===== src/hdl/mseg_pkg.sv =====
// Shared types, codes and microcode word layout of the envelope generator.
`default_nettype none

package mseg_pkg;

    // Port widths
    localparam int S_TDATA_W  = 16;   // velocity
    localparam int S_TUSER_W  = 2;    // command
    localparam int M_TDATA_W  = 40;   // sample, stage, active, stage_changed, pad
    localparam int CFG_IDX_W  = 3;
    localparam int CFG_DATA_W = 64;

    localparam int LEVEL_W = 32;
    localparam int VEL_W   = 16;
    localparam int STAGE_W = 3;
    localparam int PROD_W  = 64;

    localparam logic [VEL_W-1:0] ONE_Q15 = 16'h8000;

    // Stage codes
    localparam logic [STAGE_W-1:0] STG_OFF      = 3'd0;
    localparam logic [STAGE_W-1:0] STG_HOLD     = 3'd1;
    localparam logic [STAGE_W-1:0] STG_ATTACK   = 3'd2;
    localparam logic [STAGE_W-1:0] STG_DECAY1   = 3'd3;
    localparam logic [STAGE_W-1:0] STG_DECAY2   = 3'd4;
    localparam logic [STAGE_W-1:0] STG_SUSTAIN  = 3'd5;
    localparam logic [STAGE_W-1:0] STG_RELEASE1 = 3'd6;
    localparam logic [STAGE_W-1:0] STG_RELEASE2 = 3'd7;

    // Configuration register indexes
    localparam logic [CFG_IDX_W-1:0] CFG_HOLD     = 3'd0;
    localparam logic [CFG_IDX_W-1:0] CFG_ATTACK   = 3'd1;
    localparam logic [CFG_IDX_W-1:0] CFG_DECAY1   = 3'd2;
    localparam logic [CFG_IDX_W-1:0] CFG_DECAY2   = 3'd3;
    localparam logic [CFG_IDX_W-1:0] CFG_RELEASE1 = 3'd4;
    localparam logic [CFG_IDX_W-1:0] CFG_RELEASE2 = 3'd5;
    localparam logic [CFG_IDX_W-1:0] CFG_FLOOR    = 3'd6;
    localparam logic [CFG_IDX_W-1:0] CFG_DEPTH    = 3'd7;

    typedef enum logic [1:0] {
        CMD_TICK    = 2'd0,
        CMD_NOTE_ON = 2'd1,
        CMD_RELEASE = 2'd2,
        CMD_RESET   = 2'd3
    } cmd_t;

    // Microprogram steps
    typedef enum logic [2:0] {
        STEP_FETCH = 3'd0,
        STEP_APPLY = 3'd1,
        STEP_SCALE = 3'd2,
        STEP_LEVEL = 3'd3,
        STEP_PROD  = 3'd4,
        STEP_OUT   = 3'd5
    } step_t;

    typedef enum logic [1:0] {
        MUL_NONE        = 2'd0,
        MUL_DEPTH_VEL   = 2'd1,
        MUL_LEVEL_COEF  = 2'd2,
        MUL_LEVEL_SCALE = 2'd3
    } mul_sel_t;

    typedef enum logic [1:0] {
        COND_NEXT     = 2'd0,   // always advance
        COND_WAIT_IN  = 2'd1,   // hold until a transaction arrives
        COND_SKIP     = 2'd2,   // jump to target when no level multiply is due
        COND_WAIT_OUT = 2'd3    // hold until the output register frees, then jump
    } cond_t;

    typedef struct packed {
        mul_sel_t mul_sel;
        logic     accept;
        logic     apply;
        logic     ld_scale;
        logic     ld_level;
        logic     ld_out;
        cond_t    cond;
        step_t    target;
    } ucode_t;

    typedef struct packed {
        mul_sel_t mul_sel;
        logic     ld_in;
        logic     apply;
        logic     ld_scale;
        logic     ld_level;
        logic     ld_out;
    } dp_ctrl_t;

    typedef struct packed {
        logic mul_en;
    } dp_status_t;

endpackage

`default_nettype wire


===== src/hdl/multi_stage_envelope_generator.sv =====
// Top level: microcode sequencer, stream handshakes and datapath of the envelope generator.
// Each item runs the fetch, apply, scale, level, product and output steps; the level step
//   runs only when a level multiply is due (tick outside off and sustain, nonzero coefficient).
// A new item is taken only after the output step, which holds while an earlier
//   result still waits; one 32x32 multiplier serves velocity scale, level and output.
// Reset (rst_n low, asynchronous): stage off, count and level zero, configuration zero,
//   sequencer at the fetch step, output empty; working registers load before use.
`default_nettype none

module multi_stage_envelope_generator (
    input  wire                              clk,
    input  wire                              rst_n,
    // Input stream
    input  wire                              s_tvalid,
    output logic                             s_tready,
    input  wire [mseg_pkg::S_TDATA_W-1:0]    s_tdata,   // [15:0] velocity
    input  wire [mseg_pkg::S_TUSER_W-1:0]    s_tuser,   // [1:0] command
    // Result stream
    output logic                             m_tvalid,
    input  wire                              m_tready,
    // [31:0] sample, [34:32] stage, [35] active, [36] stage_changed, [39:37] zero
    output logic [mseg_pkg::M_TDATA_W-1:0]   m_tdata,
    // Configuration writes
    input  wire                              cfg_we,
    input  wire [mseg_pkg::CFG_IDX_W-1:0]    cfg_index,
    input  wire [mseg_pkg::CFG_DATA_W-1:0]   cfg_data
);
    import mseg_pkg::*;

    step_t      step_reg, step_next;
    ucode_t     uc;
    dp_ctrl_t   dp_ctrl;
    dp_status_t dp_status;
    logic       m_tvalid_reg, m_tvalid_next;
    logic       in_fire;
    logic       out_free;
    logic       out_fire;

    // Control word of the current step
    mseg_ucode_rom u_rom (
        .step (step_reg),
        .word (uc)
    );

    // Take an item only at the fetch step; the output register lets a finished
    // result wait while the next item is already accepted.
    assign s_tready = uc.accept;
    assign in_fire  = s_tvalid && s_tready;
    assign out_free = !m_tvalid_reg || m_tready;
    assign out_fire = uc.ld_out && out_free;

    always_comb
    begin
        dp_ctrl.mul_sel  = uc.mul_sel;
        dp_ctrl.ld_in    = in_fire;
        dp_ctrl.apply    = uc.apply;
        dp_ctrl.ld_scale = uc.ld_scale;
        dp_ctrl.ld_level = uc.ld_level;
        dp_ctrl.ld_out   = out_fire;
    end

    // Step sequencing: advance, hold on a wait, or take the conditional jump
    always_comb
    begin
        case (uc.cond)
            COND_WAIT_IN:  step_next = s_tvalid ? step_t'(step_reg + 3'd1) : step_reg;
            COND_SKIP:     step_next = dp_status.mul_en ? step_t'(step_reg + 3'd1) : uc.target;
            COND_WAIT_OUT: step_next = out_free ? uc.target : step_reg;
            default:       step_next = step_t'(step_reg + 3'd1);
        endcase
    end

    // Output valid: set on load, drop when taken
    always_comb
    begin
        if (out_fire)
            m_tvalid_next = 1'b1;
        else if (m_tready)
            m_tvalid_next = 1'b0;
        else
            m_tvalid_next = m_tvalid_reg;
    end

    always_ff @(posedge clk or negedge rst_n)
    begin
        if (!rst_n)
        begin
            step_reg     <= STEP_FETCH;
            m_tvalid_reg <= 1'b0;
        end
        else
        begin
            step_reg     <= step_next;
            m_tvalid_reg <= m_tvalid_next;
        end
    end

    assign m_tvalid = m_tvalid_reg;

    mseg_datapath u_dp (
        .clk       (clk),
        .rst_n     (rst_n),
        .ctrl      (dp_ctrl),
        .status    (dp_status),
        .cfg_we    (cfg_we),
        .cfg_index (cfg_index),
        .cfg_data  (cfg_data),
        .in_cmd    (s_tuser),
        .in_vel    (s_tdata),
        .out_data  (m_tdata)
    );

    // An accepted transaction always starts the command step next
    a_accept_to_apply: assert property (@(posedge clk) disable iff (!rst_n)
        (s_tvalid && s_tready) |=> (step_reg == STEP_APPLY))
        else $error("accepted transaction did not reach the apply step");

    // A loaded result is presented in the following cycle
    a_load_shows: assert property (@(posedge clk) disable iff (!rst_n)
        out_fire |=> m_tvalid)
        else $error("loaded result not presented");

    // The active flag agrees with the reported stage
    a_active_flag: assert property (@(posedge clk) disable iff (!rst_n)
        m_tvalid |-> (m_tdata[35] == (m_tdata[34:32] != STG_OFF)))
        else $error("active flag disagrees with stage");

endmodule

`default_nettype wire


===== src/hdl/mseg_ucode_rom.sv =====
// Microcode read-only table: one control word per program step.
`default_nettype none

module mseg_ucode_rom (
    input  mseg_pkg::step_t  step,
    output mseg_pkg::ucode_t word
);
    import mseg_pkg::*;

    always_comb
    begin
        word = '{mul_sel: MUL_NONE, accept: 1'b0, apply: 1'b0, ld_scale: 1'b0,
                 ld_level: 1'b0, ld_out: 1'b0, cond: COND_NEXT, target: STEP_FETCH};
        case (step)
            STEP_FETCH:
            begin
                word.accept = 1'b1;
                word.cond   = COND_WAIT_IN;
            end
            STEP_APPLY:
            begin
                word.apply   = 1'b1;
                word.mul_sel = MUL_DEPTH_VEL;
            end
            STEP_SCALE:
            begin
                word.ld_scale = 1'b1;
                word.mul_sel  = MUL_LEVEL_COEF;
                word.cond     = COND_SKIP;
                word.target   = STEP_PROD;
            end
            STEP_LEVEL:
            begin
                word.ld_level = 1'b1;
            end
            STEP_PROD:
            begin
                word.mul_sel = MUL_LEVEL_SCALE;
            end
            STEP_OUT:
            begin
                word.ld_out = 1'b1;
                word.cond   = COND_WAIT_OUT;
                word.target = STEP_FETCH;
            end
            default:
            begin
                word.cond   = COND_WAIT_OUT;
                word.target = STEP_FETCH;
            end
        endcase
    end

endmodule

`default_nettype wire


===== src/hdl/mseg_datapath.sv =====
// Datapath: configuration, envelope state, shared multiplier and output register.
`default_nettype none

module mseg_datapath (
    input  wire                                clk,
    input  wire                                rst_n,
    input  mseg_pkg::dp_ctrl_t                 ctrl,
    output mseg_pkg::dp_status_t               status,
    input  wire                                cfg_we,
    input  wire [mseg_pkg::CFG_IDX_W-1:0]      cfg_index,
    input  wire [mseg_pkg::CFG_DATA_W-1:0]     cfg_data,
    input  wire [mseg_pkg::S_TUSER_W-1:0]      in_cmd,
    input  wire [mseg_pkg::S_TDATA_W-1:0]      in_vel,
    output logic [mseg_pkg::M_TDATA_W-1:0]     out_data
);
    import mseg_pkg::*;

    function automatic logic [LEVEL_W-1:0] sat_shift30(input logic [PROD_W-1:0] p);
        logic [LEVEL_W-1:0] r;
        begin
            if (p[PROD_W-1:PROD_W-2] != 2'b00)
                r = '1;
            else
                r = p[PROD_W-3:30];
            return r;
        end
    endfunction

    // Configuration
    logic [CFG_DATA_W-1:0] stage_word_reg [0:5];
    logic [LEVEL_W-1:0]    floor_reg;
    logic [VEL_W-1:0]      depth_reg;

    // Envelope state
    logic [STAGE_W-1:0] stage_reg, stage_next;
    logic [LEVEL_W-1:0] count_reg, count_next;
    logic [LEVEL_W-1:0] level_reg, level_next;
    logic               mul_en_reg, mul_en_next;

    // Working registers
    cmd_t               cmd_reg, cmd_next;
    logic [VEL_W-1:0]   vel_reg, vel_next;
    logic [STAGE_W-1:0] before_reg, before_next;
    logic [LEVEL_W-1:0] coef_reg, coef_next;
    logic [LEVEL_W-1:0] scale_reg, scale_next;
    logic [PROD_W-1:0]  prod_reg, prod_next;
    logic [M_TDATA_W-1:0] out_reg, out_next;

    logic [CFG_DATA_W-1:0] cur_word;
    logic [LEVEL_W-1:0]    cnt_base;
    logic [VEL_W-1:0]      depth_c;
    logic [LEVEL_W-1:0]    bias;
    logic [LEVEL_W-1:0]    mul_a;
    logic [LEVEL_W-1:0]    mul_b;
    logic [STAGE_W-1:0]    out_stage;

    always_ff @(posedge clk or negedge rst_n)
    begin
        if (!rst_n)
        begin
            for (int i = 0; i < 6; i++)
                stage_word_reg[i] <= '0;
            floor_reg <= '0;
            depth_reg <= '0;
        end
        else if (cfg_we)
        begin
            case (cfg_index)
                CFG_HOLD:     stage_word_reg[0] <= cfg_data;
                CFG_ATTACK:   stage_word_reg[1] <= cfg_data;
                CFG_DECAY1:   stage_word_reg[2] <= cfg_data;
                CFG_DECAY2:   stage_word_reg[3] <= cfg_data;
                CFG_RELEASE1: stage_word_reg[4] <= cfg_data;
                CFG_RELEASE2: stage_word_reg[5] <= cfg_data;
                CFG_FLOOR:    floor_reg <= cfg_data[LEVEL_W-1:0];
                CFG_DEPTH:    depth_reg <= cfg_data[VEL_W-1:0];
                default:      ;
            endcase
        end
    end

    // Word of the current stage; off and sustain never read it
    always_comb
    begin
        case (stage_reg)
            STG_HOLD:     cur_word = stage_word_reg[0];
            STG_ATTACK:   cur_word = stage_word_reg[1];
            STG_DECAY1:   cur_word = stage_word_reg[2];
            STG_DECAY2:   cur_word = stage_word_reg[3];
            STG_RELEASE1: cur_word = stage_word_reg[4];
            STG_RELEASE2: cur_word = stage_word_reg[5];
            default:      cur_word = '0;
        endcase
    end

    // Velocity scale: depth*vel + (1 - depth) in Q2.30
    always_comb
    begin
        depth_c = (depth_reg > ONE_Q15) ? ONE_Q15 : depth_reg;
        bias    = {1'b0, ONE_Q15 - depth_c, 15'd0};
    end

    always_comb
    begin
        case (ctrl.mul_sel)
            MUL_DEPTH_VEL:
            begin
                mul_a = {16'd0, depth_c};
                mul_b = {16'd0, vel_reg};
            end
            MUL_LEVEL_COEF:
            begin
                mul_a = level_reg;
                mul_b = coef_reg;
            end
            MUL_LEVEL_SCALE:
            begin
                mul_a = level_reg;
                mul_b = scale_reg;
            end
            default:
            begin
                mul_a = '0;
                mul_b = '0;
            end
        endcase
    end

    always_comb
    begin
        stage_next  = stage_reg;
        count_next  = count_reg;
        level_next  = level_reg;
        mul_en_next = mul_en_reg;
        cmd_next    = cmd_reg;
        vel_next    = vel_reg;
        before_next = before_reg;
        coef_next   = coef_reg;
        scale_next  = scale_reg;
        prod_next   = prod_reg;
        out_next    = out_reg;
        cnt_base    = count_reg;
        out_stage   = stage_reg;

        if (ctrl.ld_in)
        begin
            cmd_next = cmd_t'(in_cmd);
            vel_next = in_vel;
        end

        if (ctrl.apply)
        begin
            before_next = stage_reg;
            mul_en_next = 1'b0;
            case (cmd_reg)
                CMD_TICK:
                begin
                    if (!(stage_reg inside {STG_OFF, STG_SUSTAIN}))
                    begin
                        coef_next   = cur_word[LEVEL_W-1:0];
                        mul_en_next = (cur_word[LEVEL_W-1:0] != '0);
                        if (count_reg >= cur_word[CFG_DATA_W-1:LEVEL_W])
                        begin
                            // Advance; release2 wraps to off
                            stage_next = stage_reg + 3'd1;
                            cnt_base   = '0;
                        end
                        count_next = (cnt_base == '1) ? cnt_base : cnt_base + 32'd1;
                    end
                end
                CMD_NOTE_ON:
                begin
                    stage_next = STG_HOLD;
                    count_next = '0;
                    level_next = floor_reg;
                end
                CMD_RELEASE:
                begin
                    stage_next = STG_RELEASE1;
                    count_next = '0;
                end
                default:
                begin
                    stage_next = STG_OFF;
                    count_next = '0;
                    level_next = floor_reg;
                end
            endcase
        end

        if (ctrl.ld_level)
            level_next = sat_shift30(prod_reg);

        if (ctrl.ld_scale)
            scale_next = prod_reg[LEVEL_W-1:0] + bias;

        if (ctrl.mul_sel != MUL_NONE)
            prod_next = PROD_W'(mul_a) * PROD_W'(mul_b);

        if (ctrl.ld_out)
            out_next = {3'd0, (out_stage != before_reg), (out_stage != STG_OFF),
                        out_stage, sat_shift30(prod_reg)};
    end

    always_ff @(posedge clk or negedge rst_n)
    begin
        if (!rst_n)
        begin
            stage_reg  <= STG_OFF;
            count_reg  <= '0;
            level_reg  <= '0;
            mul_en_reg <= 1'b0;
        end
        else
        begin
            stage_reg  <= stage_next;
            count_reg  <= count_next;
            level_reg  <= level_next;
            mul_en_reg <= mul_en_next;
        end
    end

    always_ff @(posedge clk)
    begin
        cmd_reg    <= cmd_next;
        vel_reg    <= vel_next;
        before_reg <= before_next;
        coef_reg   <= coef_next;
        scale_reg  <= scale_next;
        prod_reg   <= prod_next;
        out_reg    <= out_next;
    end

    assign status.mul_en = mul_en_reg;
    assign out_data      = out_reg;

endmodule

`default_nettype wire


===== config.mk =====
export PLATFORM = sky130hd
export DESIGN_NAME = multi_stage_envelope_generator
export DESIGN_NICKNAME = d
export VERILOG_FILES = /design/src/hdl/mseg_pkg.sv /design/src/hdl/multi_stage_envelope_generator.sv /design/src/hdl/mseg_ucode_rom.sv /design/src/hdl/mseg_datapath.sv
export SDC_FILE = /design/constraint.sdc
export NUM_CORES = 2
export LEC_CHECK = 0
export ABC_CLOCK_PERIOD_IN_PS = 10950
export BUFFER_PORTS_ARGS = -buffer_cell sky130_fd_sc_hd__buf_2
export CAP_MARGIN = 25
export CORE_UTILIZATION = 35
export CTS_BUF_LIST = sky130_fd_sc_hd__clkbuf_8
export DETAILED_ROUTE_END_ITERATION = 7
export PLACE_DENSITY = 0.6
export SLEW_MARGIN = 20
export SYNTH_ARGS = -nofsm -noshare
export SYNTH_HDL_FRONTEND = slang
export SYNTH_SLANG_ARGS = --single-unit

===== constraint.sdc =====
create_clock -name clk -period 10.95 [get_ports clk]
set_clock_uncertainty 0.1 [all_clocks]
set_input_delay 0 -clock clk [delete_from_list [all_inputs] [get_ports clk]]
set_output_delay 0 -clock clk [all_outputs]
set_load 0.01 [all_outputs]

==> flow_summary.html <==
<table>
<tr><th>Metric</th><th>Value</th></tr>
<tr><th colspan="2">Timing</th></tr>
<tr><td>Fin Setup TNS</td><td>0 ns</td></tr>
<tr><td>Final critical-path share of the clock period</td><td>0.9567</td></tr>
<tr><td>Actual slew at the worst max-slew pin</td><td>between 1 and 1.5 ns</td></tr>
<tr><td>Max-slew violation count</td><td>0</td></tr>
<tr><td>Fmax</td><td>0.09546 GHz</td></tr>
<tr><td>RSZ-0062 raised after global routing</td><td>no</td></tr>
<tr><td>Final setup vio count</td><td>0</td></tr>
<tr><td>Number of endpoints with negative hold slack in the final report</td><td>0</td></tr>
<tr><td>Worst slew margin relative to its limit</td><td>0.2423</td></tr>
<tr><td>Min Clock Period, post-route</td><td>10.48 ns</td></tr>
<tr><th colspan="2">Setup path</th></tr>
<tr><td>Kind of end point of the critical path</td><td>flip-flop</td></tr>
<tr><td>Delay of the slowest cell on the worst path</td><td>around 0.58 ns</td></tr>
<tr><td>Most common cell type on the critical path</td><td>sky130_fd_sc_hd__fa_1</td></tr>
<tr><td>WP data arrival</td><td>between 10 and 15 ns</td></tr>
<tr><td>Critical-path top delay cell</td><td>sky130_fd_sc_hd__fa_1</td></tr>
<tr><td>Peak fanout along the critical path</td><td>14</td></tr>
<tr><td>CP Class</td><td>flip-flop to flip-flop</td></tr>
<tr><td>Startpoint types</td><td>flip-flop</td></tr>
<tr><td>Data required time of the critical path</td><td>about 11 ns</td></tr>
<tr><th colspan="2">Clock network</th></tr>
<tr><td>Cts bufs inserted</td><td>slightly above 100</td></tr>
<tr><td>Clock slew at reported path FFs</td><td>0.07 ns</td></tr>
<tr><td>Clock root buffer</td><td>sky130_fd_sc_hd__clkbuf_8</td></tr>
<tr><td>Clock tree sinks</td><td>between 600 and 700</td></tr>
<tr><td>Worst-skew pair later-pin latency</td><td>0.86 ns</td></tr>
<tr><td>Maximum buffer depth of the clock tree</td><td>3</td></tr>
<tr><td>Clock tree from TritonCTS</td><td>built</td></tr>
<tr><td>CTS H-tree lvls</td><td>3</td></tr>
<tr><th colspan="2">Logic synthesis</th></tr>
<tr><td>Yosys synthesis warning count</td><td>0</td></tr>
<tr><td>Synth Register Bits</td><td>690</td></tr>
<tr><td>Avg Synthesized Cell Area</td><td>roughly 10 um^2</td></tr>
<tr><td>Post-Synthesis Cells</td><td>between 6000 and 7000</td></tr>
<tr><td>Synth async-reset ratio</td><td>0.7304</td></tr>
<tr><td>Post-synth design cell area</td><td>approximately 0.063 mm^2</td></tr>
<tr><td>Post-synth EDFFs</td><td>approximately 190</td></tr>
<tr><td>Unique masters post-synth</td><td>80</td></tr>
<tr><td>Primary flip-flop cell chosen by synthesis mapping</td><td>sky130_fd_sc_hd__dfrtp_1</td></tr>
<tr><td>Post-synthesis sequential area ratio</td><td>0.2890</td></tr>
<tr><th colspan="2">GRT</th></tr>
<tr><td>Global-route wire length before repair</td><td>around 320000 um</td></tr>
<tr><td>Gr usage total</td><td>0.2324</td></tr>
<tr><td>Antenna violations before repair</td><td>15</td></tr>
<tr><td>Via count of the first global-routing pass</td><td>around 50000</td></tr>
<tr><td>Residual overflow from global routing</td><td>0</td></tr>
<tr><td>Maximum number of pins on one net before global-route repair</td><td>about 120</td></tr>
<tr><th colspan="2">Floorplan</th></tr>
<tr><td>Die area</td><td>approximately 0.18 mm^2</td></tr>
<tr><td>Cell Rows</td><td>approximately 160</td></tr>
<tr><td>Number of placed I/O pins</td><td>approximately 130</td></tr>
<tr><td>Die extent in x</td><td>~430 um</td></tr>
<tr><td>Initial Util</td><td>0.3525</td></tr>
<tr><td>Standard cell core area</td><td>between 0.15 and 0.2 mm^2</td></tr>
<tr><td>Die Y-Extent</td><td>426.1 um</td></tr>
<tr><th colspan="2">Power</th></tr>
<tr><td>Cell Int Power</td><td>between 8 and 9 mW</td></tr>
<tr><td>Power share of the combinational group</td><td>0.640</td></tr>
<tr><td>Power per unit of standard cell area</td><td>approximately 250 mW/mm^2</td></tr>
<tr><td>Switching power summed over all nets</td><td>8.989 mW</td></tr>
<tr><td>Fraction of power consumed by the clock network</td><td>0.132</td></tr>
<tr><td>Seq pwr share</td><td>0.228</td></tr>
<tr><td>Proportion of total power due to net switching</td><td>0.5068</td></tr>
<tr><td>Leakage power</td><td>~32 nW</td></tr>
<tr><td>Worst voltage drop across the vdd grid</td><td>around 0.00017 V</td></tr>
<tr><th colspan="2">Routing</th></tr>
<tr><td>Post-detailed-routing wire length</td><td>around 210000 um</td></tr>
<tr><td>Post-DR vias/cell</td><td>about 5.3</td></tr>
<tr><td>Count of nets left with antenna violations after detail routing</td><td>0</td></tr>
<tr><td>Vias after detailed routing</td><td>between 40000 and 50000</td></tr>
<tr><td>Number of remaining DRC errors</td><td>0</td></tr>
<tr><td>1st-iter DRT viols</td><td>3898</td></tr>
<tr><td>Number of iterations in the first detailed-routing pass</td><td>8</td></tr>
<tr><td>Drt wl/cell</td><td>around 24 um</td></tr>
<tr><th colspan="2">Run</th></tr>
<tr><td>Max-capacitance violation count</td><td>0</td></tr>
<tr><th colspan="2">Finish</th></tr>
<tr><td>Final-layout fill cell count</td><td>17321</td></tr>
<tr><td>Net count of the finished layout</td><td>7634</td></tr>
<tr><td>Post-layout instance count excluding filler cells</td><td>8771</td></tr>
<tr><td>Post-synthesis to final-layout area growth</td><td>12.51%</td></tr>
<tr><td>Flip-flop count of the largest register, all copies and words added</td><td>384</td></tr>
<tr><td>Ratio of cells with drive above 1 in the final layout</td><td>0.1642</td></tr>
<tr><th colspan="2">Placement</th></tr>
<tr><td>Cell count after placement</td><td>roughly 8400</td></tr>
<tr><td>RD Place Congestion</td><td>about 1</td></tr>
<tr><td>Buffers added on ports</td><td>128</td></tr>
<tr><td>Detailed placer's ending HPWL</td><td>about 160000 um</td></tr>
<tr><th colspan="2">Worst hold path</th></tr>
<tr><td>Min-Delay Path Class</td><td>input port to flip-flop</td></tr>
<tr><th colspan="2">Outcome</th></tr>
<tr><td>Result of the run</td><td>complete, no violations</td></tr>
</table>
==> synthesized netlist by cell type (16+ instances only) <==
master                       n  area [um^2]
sky130_fd_sc_hd__a22o_1     33        289.0
sky130_fd_sc_hd__o21ai_0    96        480.5
sky130_fd_sc_hd__xnor2_1    55        481.7
sky130_fd_sc_hd__nand2b_1   20        125.1
sky130_fd_sc_hd__a22oi_1    43        322.8
sky130_fd_sc_hd__nor2b_1    19        118.9
sky130_fd_sc_hd__dfrtp_1   504        12610
sky130_fd_sc_hd__xor2_1     29        254.0
sky130_fd_sc_hd__buf_2      26        130.1
sky130_fd_sc_hd__a21o_1     63        473.0
sky130_fd_sc_hd__nor2_1    605         2271
sky130_fd_sc_hd__a31oi_1    53        331.6
sky130_fd_sc_hd__nor3_1     24        120.1
sky130_fd_sc_hd__buf_1      22        82.58
sky130_fd_sc_hd__clkbuf_1  276         1036
sky130_fd_sc_hd__nand2_1   798         2995
sky130_fd_sc_hd__edfxtp_1  186         5585
sky130_fd_sc_hd__mux2i_1    38        380.4
sky130_fd_sc_hd__fa_1      897        17960
sky130_fd_sc_hd__o21bai_1   16        120.1
sky130_fd_sc_hd__mux2_2    498         5608
sky130_fd_sc_hd__a222oi_1   67        670.6
sky130_fd_sc_hd__and2_1     41        256.5
sky130_fd_sc_hd__and3_1     19        118.9
sky130_fd_sc_hd__nand4_1    28        175.2
sky130_fd_sc_hd__inv_1     895         3359
sky130_fd_sc_hd__nand3_1    68        340.3
sky130_fd_sc_hd__or3_1      41        256.5
sky130_fd_sc_hd__a21oi_1    97        485.5
sky130_fd_sc_hd__ha_1      324         4054
==> repair_timing <==
action | in CTS | in global routing
gates resized for setup | 0 | 3
hold endpoints to repair | 596 | 0
hold buffers | 162 | 0
endpoints found under the setup margin | 0 | 16
buffers inserted | 0 | 0
==> area by class of cell <==
cell class | instances | area, um^2 | area share
sequential | 690 | 18200 | 0.2570
inverter | 895 | 3359 | 0.04743
timing repair buffer | 493 | 3852 | 0.05439
multi-input combinational | 4140 | 40120 | 0.5665
clock inverter | 66 | 578.1 | 0.008161
antenna | 4 | 10.01 | 0.0001413
clock buffer | 128 | 1762 | 0.02487
tap | 2355 | 2947 | 0.04160
==> worst paths after layout <==
check | start | to | slack (ns) | cells after the start
setup / recovery | u_dp.depth_reg[4] | u_dp.prod_reg[56] | 0.47 | 37
hold / removal | cfg_data[14] | u_dp.floor_reg[14] | 0.06 | 3
setup reg to reg | u_dp.depth_reg[4] | u_dp.prod_reg[56] | 0.47 | 37
hold reg to reg | u_dp.prod_reg[1] | u_dp.scale_reg[1] | 0.32 | 0
max in group asynchronous | rst_n | u_dp.stage_word_reg[329] | 8.26 | 6
min in group asynchronous | rst_n | u_dp.stage_word_reg[173] | 0.37 | 4
==> worst max-delay path: cells and delay by family, from the launching register on <==
kind / cells / cell delay, ns
flip-flops: 1 / 0.46
AND/OR/NAND/NOR: 12 / 2.62
buffers and inverters: 8 / 1.15
adder cells (fa/ha/maj): 9 / 3.88
AO/OA/AOI/OAI: 7 / 1.70
XOR/XNOR: 1 / 0.17
==> per-stage QoR <==
stage               power, mW  hold WS [ns]    util  instance area, um^2  setup WS [ns]
CTS                     17.61      0.003689  0.3964                70810         0.2641
global placement        14.96       0.05849  0.3739                66790         0.4948
global route            18.83       0.05255  0.3966                70830        0.02937
floorplan               10.74       -0.3956       -                62970         0.3489
detailed placement      15.02       0.05776  0.3742                66830         0.4197
finish                  17.73       0.05861  0.3966                70830         0.4740
==> cells by family (layout without fill, tap and decap cells) <==
logic type | after synthesis | after routing | synth area share
DFF | 690 | 690 | 0.2890
xor gates and xnor gates | 84 | 84 | 0.01169
muxes | 536 | 536 | 0.09511
other | 1 | 7 | 0.00005956
buffers and inverters | 1236 | 1582 | 0.07546
adders and majority gates | 1221 | 1221 | 0.3496
AOI/OAI and AO/OA | 566 | 566 | 0.06353
and+or+nand+nor | 1730 | 1730 | 0.1155
==> metal layers <==
metal	global-route usage	vias up	routed length [um]
met2	0.3830	2006	98190
met3	0.04190	500	16230
met1	0.2914	23972	81000
li1	-	20034	-
met4	0.1189	22	12170
met5	0	-	142
==> layout by cell type, fill, tap and decap left out, drive strengths merged, types with 21 or more instances in the layout <==
master and count:
a21o 63, a21oi 97, a222oi 67, a22o 35, a22oi 45, a31oi 53, and2 44, buf 332
clkbuf 128, clkinv 25, dfrtp 504, dlygate4sd3 161, edfxtp 186, fa 897, ha 324, inv 928
mux2 498, mux2i 38, nand2 799, nand2b 21, nand3 68, nand4 28, nor2 606, nor3 25
o21ai 99, or3 42, xnor2 55, xor2 29
==> power groups by stage <==
stage / combinational, mW / sequential (mW) / clock, mW
2_1_floorplan: 6.86 / 3.87 / 0
3_3_place_gp: 10.9 / 4.04 / 0
3_5_place_dp: 10.9 / 4.07 / 0
4_1_cts: 11.2 / 4.02 / 2.40
5_1_grt: 12.2 / 4.10 / 2.51
6_report: 11.4 / 4.03 / 2.34
Power figures use the tool's default switching activity.
